**src/rtl/core/assert_macros.svh**
```systemverilog
// ----------------------------------------------------------------------------
// Assertion macros
// Shared concurrent assertion wrappers; empty under synthesis.
// ----------------------------------------------------------------------------
`ifndef ASSERT_MACROS_SVH
`define ASSERT_MACROS_SVH

`ifndef SYNTHESIS
`define ASSERT_PROP(label, clk, rst, prop) \
   label: assert property (@(posedge clk) disable iff (rst) (prop)) \
      else $error("assertion failed: label");
`define ASSERT_NEVER(label, clk, rst, expr) \
   label: assert property (@(posedge clk) disable iff (rst) !(expr)) \
      else $error("forbidden condition: label");
`else
`define ASSERT_PROP(label, clk, rst, prop)
`define ASSERT_NEVER(label, clk, rst, expr)
`endif

`endif

```
**src/rtl/core/fce_pkg.sv**
```systemverilog
// ----------------------------------------------------------------------------
// fce_pkg
// Types, opcodes and coefficient helpers of the effect command encoder.
// ----------------------------------------------------------------------------
`default_nettype none

package fce_pkg;

   typedef enum logic [2:0] {
      OP_CONSTANT = 3'd0,
      OP_SPRING   = 3'd1,
      OP_DAMPER   = 3'd2,
      OP_FRICTION = 3'd3,
      OP_STOP     = 3'd4
   } fce_op_type;

   localparam logic [7:0] CMD_CONSTANT      = 8'h11;
   localparam logic [7:0] CMD_SPRING        = 8'h21;
   localparam logic [7:0] CMD_SPRING_STOP   = 8'h23;
   localparam logic [7:0] CMD_DAMPER        = 8'h41;
   localparam logic [7:0] CMD_DAMPER_STOP   = 8'h43;
   localparam logic [7:0] CMD_FRICTION      = 8'h81;
   localparam logic [7:0] CMD_FRICTION_STOP = 8'h83;
   localparam logic [7:0] TYPE_SPRING       = 8'h0b;
   localparam logic [7:0] TYPE_DAMPER       = 8'h0c;
   localparam logic [7:0] TYPE_FRICTION     = 8'h0e;
   localparam logic [3:0] STOP_LOW_BITS     = 4'h3;
   localparam logic [15:0] COEF_OFFSET      = 16'd2048;
   localparam logic [10:0] BOUND_OPEN_RIGHT = 11'd2047;
   localparam int unsigned NUM_BYTES        = 7;

   typedef struct packed {
      logic [2:0]         op;
      logic signed [15:0] force_req;
      logic signed [15:0] left_bound;
      logic signed [15:0] right_bound;
      logic signed [15:0] left_coef;
      logic signed [15:0] right_coef;
      logic [15:0]        clip_level;
      logic [2:0]         slot_index;
   } fce_req_type;

   typedef struct packed {
      logic [NUM_BYTES-1:0][7:0] cmd_byte;
      logic                      bad_request;
   } fce_cmd_type;

   function automatic logic [15:0] coef_mag(input logic [15:0] v);
      coef_mag = v[15] ? 16'(~v + 16'd1) : v;
   endfunction

   function automatic logic [3:0] code4(input logic [15:0] m);
      code4 = m[15] ? 4'hF : m[14:11];
   endfunction

   function automatic logic [7:0] code8(input logic [15:0] m);
      code8 = m[15] ? 8'hFF : m[14:7];
   endfunction

endpackage

`default_nettype wire

```
**src/rtl/core/fce_encode.sv**
```systemverilog
// ----------------------------------------------------------------------------
// fce_encode
// Combinational encoding of one registered request into a command.
// ----------------------------------------------------------------------------
`default_nettype none

module fce_encode
   import fce_pkg::*;
(
   input  fce_req_type req,
   output fce_cmd_type cmd
);

   logic [15:0] lc_mag;
   logic [15:0] rc_mag;
   logic        lc_neg;
   logic        rc_neg;
   logic        clip_zero;
   logic        bound_rev;
   logic        lc_open;
   logic        rc_open;
   logic [15:0] k1;
   logic [15:0] k2;
   logic [10:0] d1;
   logic [10:0] d2;
   logic [3:0]  slot_hot;

   assign lc_mag    = coef_mag(req.left_coef);
   assign rc_mag    = coef_mag(req.right_coef);
   assign lc_neg    = req.left_coef[15];
   assign rc_neg    = req.right_coef[15];
   assign clip_zero = (req.clip_level == 16'd0);
   assign bound_rev = ($signed(req.left_bound) > $signed(req.right_bound));
   assign lc_open   = (lc_mag < COEF_OFFSET);
   assign rc_open   = (rc_mag < COEF_OFFSET);
   assign k1        = lc_open ? lc_mag : 16'(lc_mag - COEF_OFFSET);
   assign k2        = rc_open ? rc_mag : 16'(rc_mag - COEF_OFFSET);
   assign d1        = lc_open ? 11'd0 : {~req.left_bound[15], req.left_bound[14:5]};
   assign d2        = rc_open ? BOUND_OPEN_RIGHT : {~req.right_bound[15], req.right_bound[14:5]};
   assign slot_hot  = 4'(4'd1 << req.slot_index[1:0]);

   always_comb begin
      cmd = '0;
      case (fce_op_type'(req.op))
         OP_CONSTANT: begin
            cmd.cmd_byte[0] = CMD_CONSTANT;
            cmd.cmd_byte[2] = {~req.force_req[15], req.force_req[14:8]};
         end
         OP_SPRING: begin
            if (bound_rev) begin
               cmd.bad_request = 1'b1;
            end else if (clip_zero) begin
               cmd.cmd_byte[0] = CMD_SPRING_STOP;
            end else begin
               cmd.cmd_byte[0] = CMD_SPRING;
               cmd.cmd_byte[1] = TYPE_SPRING;
               cmd.cmd_byte[2] = d1[10:3];
               cmd.cmd_byte[3] = d2[10:3];
               cmd.cmd_byte[4] = {code4(k2), code4(k1)};
               cmd.cmd_byte[5] = {d2[2:0], rc_neg, d1[2:0], lc_neg};
               cmd.cmd_byte[6] = req.clip_level[15:8];
            end
         end
         OP_DAMPER: begin
            if (clip_zero) begin
               cmd.cmd_byte[0] = CMD_DAMPER_STOP;
            end else begin
               cmd.cmd_byte[0] = CMD_DAMPER;
               cmd.cmd_byte[1] = TYPE_DAMPER;
               cmd.cmd_byte[2] = {4'd0, code4(lc_mag)};
               cmd.cmd_byte[3] = {7'd0, lc_neg};
               cmd.cmd_byte[4] = {4'd0, code4(rc_mag)};
               cmd.cmd_byte[5] = {7'd0, rc_neg};
               cmd.cmd_byte[6] = req.clip_level[15:8];
            end
         end
         OP_FRICTION: begin
            if (clip_zero) begin
               cmd.cmd_byte[0] = CMD_FRICTION_STOP;
            end else begin
               cmd.cmd_byte[0] = CMD_FRICTION;
               cmd.cmd_byte[1] = TYPE_FRICTION;
               cmd.cmd_byte[2] = code8(lc_mag);
               cmd.cmd_byte[3] = code8(rc_mag);
               cmd.cmd_byte[4] = req.clip_level[15:8];
               cmd.cmd_byte[5] = {3'd0, rc_neg, 3'd0, lc_neg};
            end
         end
         OP_STOP: begin
            if (req.slot_index[2]) begin
               cmd.bad_request = 1'b1;
            end else begin
               cmd.cmd_byte[0] = {slot_hot, STOP_LOW_BITS};
            end
         end
         default: begin
            cmd = '0;
         end
      endcase
   end

endmodule

`default_nettype wire

```
**src/rtl/core/ffb_effect_command_encoder.sv**
```systemverilog
// ----------------------------------------------------------------------------
// ffb_effect_command_encoder
// Encodes force-feedback effect requests into seven-byte wheel commands.
// ----------------------------------------------------------------------------
// Usage:
//   The req_ channel carries one effect request per beat; a beat is taken
//   at a rising edge with req_valid high and req_stall low. The rsp_ channel
//   returns one command beat per request, in order, with bytes 0 to 6 and
//   the bad_request flag.
//   Path: a taken request passes the input register, the encode logic and
//   the output register before it is shown on rsp_.
//   Throughput: one request per cycle while rsp_stall is low, set by the
//   single encode stage between the two registers.
//   Stall: while rsp_stall holds a result, the output register keeps it and
//   the input register still takes one more request; req_stall rises only
//   when both registers are full and the result is not taken.
//   Reset: synchronous, active high; both registers are emptied and no
//   beat is offered on rsp_ until new requests arrive.
// ----------------------------------------------------------------------------
`default_nettype none
`include "assert_macros.svh"

module ffb_effect_command_encoder
   import fce_pkg::*;
(
   input  wire logic               clock,
   input  wire logic               reset,
   input  wire logic               req_valid,
   output      logic               req_stall,
   input  wire logic [2:0]         req_op,
   input  wire logic signed [15:0] req_force_req,
   input  wire logic signed [15:0] req_left_bound,
   input  wire logic signed [15:0] req_right_bound,
   input  wire logic signed [15:0] req_left_coef,
   input  wire logic signed [15:0] req_right_coef,
   input  wire logic [15:0]        req_clip_level,
   input  wire logic [2:0]         req_slot_index,
   output      logic               rsp_valid,
   input  wire logic               rsp_stall,
   output      logic [7:0]         rsp_cmd_byte0,
   output      logic [7:0]         rsp_cmd_byte1,
   output      logic [7:0]         rsp_cmd_byte2,
   output      logic [7:0]         rsp_cmd_byte3,
   output      logic [7:0]         rsp_cmd_byte4,
   output      logic [7:0]         rsp_cmd_byte5,
   output      logic [7:0]         rsp_cmd_byte6,
   output      logic               rsp_bad_request
);

   fce_req_type req_in;
   fce_req_type req_ff;
   logic        req_valid_in;
   logic        req_valid_ff;
   fce_cmd_type cmd_in;
   fce_cmd_type cmd_ff;
   logic        rsp_valid_in;
   logic        rsp_valid_ff;
   logic        out_load;
   logic        in_load;

   assign out_load = !rsp_valid_ff || !rsp_stall;
   assign req_stall = req_valid_ff && !out_load;
   assign in_load = !req_stall;

   assign req_in = '{op:          req_op,
                     force_req:   req_force_req,
                     left_bound:  req_left_bound,
                     right_bound: req_right_bound,
                     left_coef:   req_left_coef,
                     right_coef:  req_right_coef,
                     clip_level:  req_clip_level,
                     slot_index:  req_slot_index};

   assign req_valid_in = in_load ? req_valid : req_valid_ff;
   assign rsp_valid_in = out_load ? req_valid_ff : rsp_valid_ff;

   fce_encode u_encode (
      .req (req_ff),
      .cmd (cmd_in)
   );

   always_ff @(posedge clock) begin
      if (reset) begin
         req_valid_ff <= 1'b0;
         rsp_valid_ff <= 1'b0;
      end else begin
         req_valid_ff <= req_valid_in;
         rsp_valid_ff <= rsp_valid_in;
      end
   end

   always_ff @(posedge clock) begin
      if (in_load) begin
         req_ff <= req_in;
      end
      if (out_load) begin
         cmd_ff <= cmd_in;
      end
   end

   assign rsp_valid       = rsp_valid_ff;
   assign rsp_cmd_byte0   = cmd_ff.cmd_byte[0];
   assign rsp_cmd_byte1   = cmd_ff.cmd_byte[1];
   assign rsp_cmd_byte2   = cmd_ff.cmd_byte[2];
   assign rsp_cmd_byte3   = cmd_ff.cmd_byte[3];
   assign rsp_cmd_byte4   = cmd_ff.cmd_byte[4];
   assign rsp_cmd_byte5   = cmd_ff.cmd_byte[5];
   assign rsp_cmd_byte6   = cmd_ff.cmd_byte[6];
   assign rsp_bad_request = cmd_ff.bad_request;

   `ASSERT_NEVER(a_bad_bytes_zero, clock, reset,
      rsp_valid_ff && cmd_ff.bad_request && (cmd_ff.cmd_byte != '0))
   `ASSERT_PROP(a_held_item_kept, clock, reset,
      (req_valid_ff && !out_load) |=> req_valid_ff)
   `ASSERT_PROP(a_moved_item_shown, clock, reset,
      (req_valid_ff && out_load) |=> rsp_valid_ff)
   `ASSERT_PROP(a_drained_when_idle, clock, reset,
      (!req_valid_ff && out_load) |=> !rsp_valid_ff)

endmodule

`default_nettype wire

```
**config.mk**
```make
export PLATFORM = sky130hd
export DESIGN_NAME = ffb_effect_command_encoder
export DESIGN_NICKNAME = d
export VERILOG_FILES = /design/src/rtl/core/fce_pkg.sv /design/src/rtl/core/fce_encode.sv /design/src/rtl/core/ffb_effect_command_encoder.sv
export VERILOG_INCLUDE_DIRS = /design/src /design/src/rtl/core
export SDC_FILE = /design/constraint.sdc
export NUM_CORES = 1
export LEC_CHECK = 0
export BUFFER_PORTS_ARGS = -buffer_cell sky130_fd_sc_hd__clkbuf_2
export CAP_MARGIN = 20
export CELL_PAD_IN_SITES_DETAIL_PLACEMENT = 1
export CELL_PAD_IN_SITES_GLOBAL_PLACEMENT = 1
export CORE_ASPECT_RATIO = 0.9
export CORE_MARGIN = 1
export CORE_UTILIZATION = 38
export DETAILED_ROUTE_END_ITERATION = 12
export PLACE_DENSITY = 0.85
export REMOVE_ABC_BUFFERS = 1
export SETUP_SLACK_MARGIN = 0.4
export SLEW_MARGIN = 5
export SYNTH_ARGS = -nofsm -noshare
export SYNTH_HDL_FRONTEND = slang
export SYNTH_SLANG_ARGS = --single-unit
```
**constraint.sdc**
```tcl
create_clock -name clock -period 4.7 [get_ports clock]
set_input_delay 0.705 -clock clock [delete_from_list [all_inputs] [get_ports clock]]
set_output_delay 0.705 -clock clock [all_outputs]
set_load 0.05 [all_outputs]
```
# Yosys cells after proc, flatten, opt, wreduce, memory -nomap -nowiden
# Index checks and enable logic that the tools add are counted.
# totals
memories	0
mem_bits_ro	0
in_bits	106
ram_bits	0
out_inout_bits	59
latch_bits	0
word_cells	70
reg_bits	161
# op_classes
magnitude_cmp	3
muxes	28
mul	0
addsub	4
reduce_logical	7
eq_ne	4
n_bitwise	5
div_mod_pow	0
shift	1
# ops
operator	n
48-bit two-way mux	2
24-bit case mux with 3 select lines	1
16-bit two-way mux	4
56-bit two-way mux	1
8-bit case mux with 5 select lines	1
37-bit two-way mux	1
16-bit by 1-bit adder with 16-bit output, second input constant	2
16-bit by 12-bit < comparator with 1-bit output, second input constant	2
16-bit inverter	2
8-bit case mux with 4 select lines	1
16-bit by 12-bit subtractor with 16-bit output, second input constant	2
8-bit two-way mux	3
8-bit case mux with 3 select lines	1
11-bit two-way mux	2
16-bit > comparator	1
16-bit zero test	1
4-bit two-way mux	4
8-bit case mux with 2 select lines	1
3-bit by 2-bit == test with 1-bit output, second input constant	2
2-bit two-way mux	3
1-bit by 2-bit << shifter with 4-bit output, first input constant	1
3-bit by 1-bit == test with 1-bit output, second input constant	1
3-bit == test, second input constant	1
1-bit zero test	3
other kinds (6)	9

# Longest topological paths before layout
# logic_depth
depth_word	9
ltp_mapped	12
ltp_nobuf	11

# Cells and area by module
# Synthesis repeated with hierarchy kept, for this count alone.
# hier_totals
hier_cells	501
area_unflattened_um2	6875.3
# modules_own_cells
mod	area_each_um2	instances	seq_area_each_um2	cells_each
ffb_effect_command_encoder	4853.4	1	4814.6	168
fce_encode	2021.9	1	0.0	333

# Least setup slack after synthesis
# No wires, ideal clock.
# synth_path
path_kind	register to output
startpoint	register rsp_valid_ff (netlist: rsp_valid)
endpoint	output req_stall
n_path_buf	0
t_arrival_ns	4.316
stages_incl_launch_ff	3
slack_ns	-0.321
required_ns	3.995
path_cell_list	dfxtp_1 > nand3_1 > inv_1
# synth_between
elab_chain_len	4
# synth_lines
item	line_no	rtl
from (decl)	ffb_effect_command_encoder.sv:57	logic rsp_valid_ff;
from (signal assigned)	ffb_effect_command_encoder.sv:88	rsp_valid_ff <= rsp_valid_in;
1-bit zero test	ffb_effect_command_encoder.sv:61	assign out_load = !rsp_valid_ff || !rsp_stall;
1-bit logical OR	ffb_effect_command_encoder.sv:61	
1-bit zero test	ffb_effect_command_encoder.sv:62	assign req_stall = req_valid_ff && !out_load;
1-bit logical AND	ffb_effect_command_encoder.sv:62	
to (decl)	ffb_effect_command_encoder.sv:29	output logic req_stall,
# No other way between the ends.

==> results.tsv <==
stage	metric	value	unit
outcome	status	complete, no violations	
routing	initial DRC count	452	
logic_synthesis	#FFs+latches synth	147	
clocking	latest clock arrival within the worst-skew pair	0.43	ns
floorplan	Die Span X	142	um
floorplan	Rows	45	
floorplan	Die Y	128	um
critical_path	Critical Path Start Type	flip-flop	
finish	number of diodes	0	
critical_path	CP top delay family	simple AND/OR/NAND/NOR gates	
logic_synthesis	Synth async-reset ratio	0	%
critical_path	CP Data Required Time	4.89	ns
critical_path	Cell Chain, Critical Path	or4_1 -> or2_2 -> o31ai_1 -> xor2_1 -> ha_1 -> nand2_1 -> nor2_1 -> a31oi_1 -> o221ai_1 -> a32o_1	
clocking	CTS tree	done	
critical_path	Reg2Reg Launch Point	req_ff[23]$_DFFE_PN_	
logic_synthesis	post-synth top area share	65.2	%
finish	share of layout cells above drive strength 1	30.9	%
timing	Worst Tran Pin Value	1.07	ns
finish	nets	778	
place	DP Area	7600	um2
routing	Post-Route WL	17.8	mm
routing	Avg WL per Cell	19.8	um
clocking	cts bufs inserted	17	
logic_synthesis	synth top area cells	edfxtp_1 (65%), ha_1 (3.4%), nand2_1 (2.1%)	
power	power per cell area	414	nW/um2
critical_path	Worst path max stage delay	0.62	ns
critical_path	crit path max-delay cell type	or4_1	
timing	Max Clk Rate	311	MHz
clocking	H-tree Lvls	4	
place	PortBufs	150	
worst_hold_path	HP Class	in -> reg	
critical_path	Worst Path Arrival	3.40	ns
clocking	clock-pin slew on the worst setup and hold paths	0.06	ns
clocking	post-CTS setup buffer count	0	
logic_synthesis	Post-synth EDFFs	145	
run	maxcap violations	0	
clocking	CTS Sinks	147	
critical_path	CP max FO	5	
floorplan	die area	18100	um2
logic_synthesis	top-count cell post-synth	edfxtp_1	
timing	Setup TNS	0	ns
clocking	clk buf depth	2	
floorplan	core footprint	17000	um2
routing	TritonRoute pass-1 iters	4	
power	worst IR drop on VDD	256	uV
timing	clock skew	0.00936	ns
routing	DRC	0	
logic_synthesis	synthesized area per cell	13.1	um2
place	RD Place Congestion	0.857	
global_routing	initial antenna violation count	0	
timing	RSZ-0062 raised after global routing	false	
timing	fin. max-slew vios	0	
logic_synthesis	dominant synthesized flop cell	edfxtp_1	
logic_synthesis	register area share after synthesis	65.8	%
logic_synthesis	top post-synthesis cells by count	edfxtp_1 (145), nand2_1 (37), nor2_1 (36), inv_1 (26), o21ai_0 (22)	
timing	Final period util	68.3	%
clocking	CTS Hold Bufs	0	
logic_synthesis	mapped cell area	6670	um2
critical_path	CP Launch Point	req_ff[23]$_DFFE_PN_	
power	Final Total Pwr	3410	uW
worst_hold_path	Hold Crit Start	req_left_bound[0]	
routing	post-route ant nets	0	
logic_synthesis	Synth Instances	510	
critical_path	Setup CP Type	reg -> reg	
timing	hold_ws	0.442	ns
timing	max_slew headroom	28.6	%
finish	Area Overhead vs Synth	23.5	%
global_routing	first-pass GRT wire length	27.6	mm
place	placed wire-length estimate	12.9	mm
floorplan	initial core utilization	39.2	%
critical_path	Critical Path Sink Type	flip-flop	
finish	Fill cells	1835	
logic_synthesis	Synth Warn #	0	
clocking	clock root buffer	clkbuf_16	
routing	vias after detailed routing	4727	
routing	post-DR vias/cell	5.24	
timing	Final Setup Violations	0	
clocking	CTS resizes	0	
logic_synthesis	Distinct cells, synth	67	
critical_path	WP buf/inv	0	
global_routing	largest net degree at the start of global routing	96	
global_routing	vias in the first global route	4921	
global_routing	GRT Util Overall	20.8	%
finish	Design Area, Final	8240	um2
global_routing	grt ovf	0	
power	Static Leak	0.00350	uW
timing	Hold Vio Cnt, Final	0	
timing	crit path time final	3.21	ns
floorplan	Ports	165	
logic_synthesis	leading area contributor after synthesis	edfxtp_1	
-- final timing paths --
check,endpoint,slack [ns],depth (start not counted)
worst min-delay path,req_ff[67]$_DFFE_PN_,0.44,1
worst min register to register,rsp_valid$_SDFFE_PP0P_,0.54,2
worst max register to register,rsp_cmd_byte4[5]$_DFFE_PP_,1.49,10
worst max-delay path,rsp_cmd_byte4[5]$_DFFE_PP_,1.49,10
-- metrics by stage --
| step | worst slack (ns) | instances | utilization [%] |
|---|---|---|---|
| 6_report | 1.49 | 902 | 48.5 |
| 2_1_floorplan | -0.321 | 480 | - |
| 3_3_place_gp | 1.55 | 869 | 44.7 |
| 3_5_place_dp | 1.49 | 869 | 44.7 |
| 5_1_grt | 1.30 | 902 | 48.5 |
| 4_1_cts | 1.46 | 901 | 48.3 |
-- final cells by class --
class                      count  area, um2  area share [%]
sequential                   147       4390            53.3
multi-input combinational    307       2040            24.7
timing repair buffer         155        808            9.81
clock buffer                  18        429            5.21
tap                          235        294            3.57
clock inverter                14        179            2.17
inverter                      26       97.6            1.18
-- sequential cells by signal (all words and copies together), names as in the netlist --
signal           cells
req_ff              94
req_valid_ff         1
rsp_bad_request      1
rsp_cmd_byte0        6
rsp_cmd_byte1        4
rsp_cmd_byte2        8
rsp_cmd_byte3        8
rsp_cmd_byte4        8
rsp_cmd_byte5        8
rsp_cmd_byte6        8
rsp_valid            1
-- where the power goes --
group          internal (uW)  switching, uW  total, uW
registers               1530           63.8       1600
clock network            841            564       1410
logic                    123            283        406
-- per-layer routing --
layer / up-vias / GRT usage (%) / part of all wire [%]
li1: 2229 / - / -
met1: 2328 / 26.8 / 45
met2: 150 / 34.4 / 48
met3: 20 / 6.01 / 5.6
met4: 0 / 5.50 / 1.5
met5: - / 0 / 0
-- kinds of logic (layout without fill, tap and decap cells) --
family	after synthesis	in the layout	share of synthesized area, %
other cells	1	6	0.0562
fa+ha+maj	18	18	3.37
flops	147	147	65.8
simple gates	150	150	12.1
mux	2	2	0.319
compound gates	120	120	12.7
xor+xnor	11	11	1.44
buf+inv	61	213	4.14
-- placed cells by master (no fill, tap or decap), drive strengths merged, types with 3 or more instances in the layout --
cell type	Yosys	routed
clkbuf	21	168
edfxtp	145	145
nand2	37	37
nor2	36	36
o21ai	30	30
inv	26	29
ha	18	18
a21oi	14	14
xor2	11	11
and3	10	10
o21a	10	10
nand3	10	10
o211ai	10	10
a21o	9	9
o31ai	8	8
nor4	8	8
nand4	7	7
and4	6	6
a31oi	6	6
conb	1	6
clkinv	0	6
or4	6	6
nand2b	5	5
o22ai	5	5
or2	5	5
nor3	5	5
buf	14	5
a22oi	4	4
or3	4	4
a32oi	3	3
bufinv	0	3
o221ai	3	3
No activity file was read; power rests on OpenSTA's default activity.
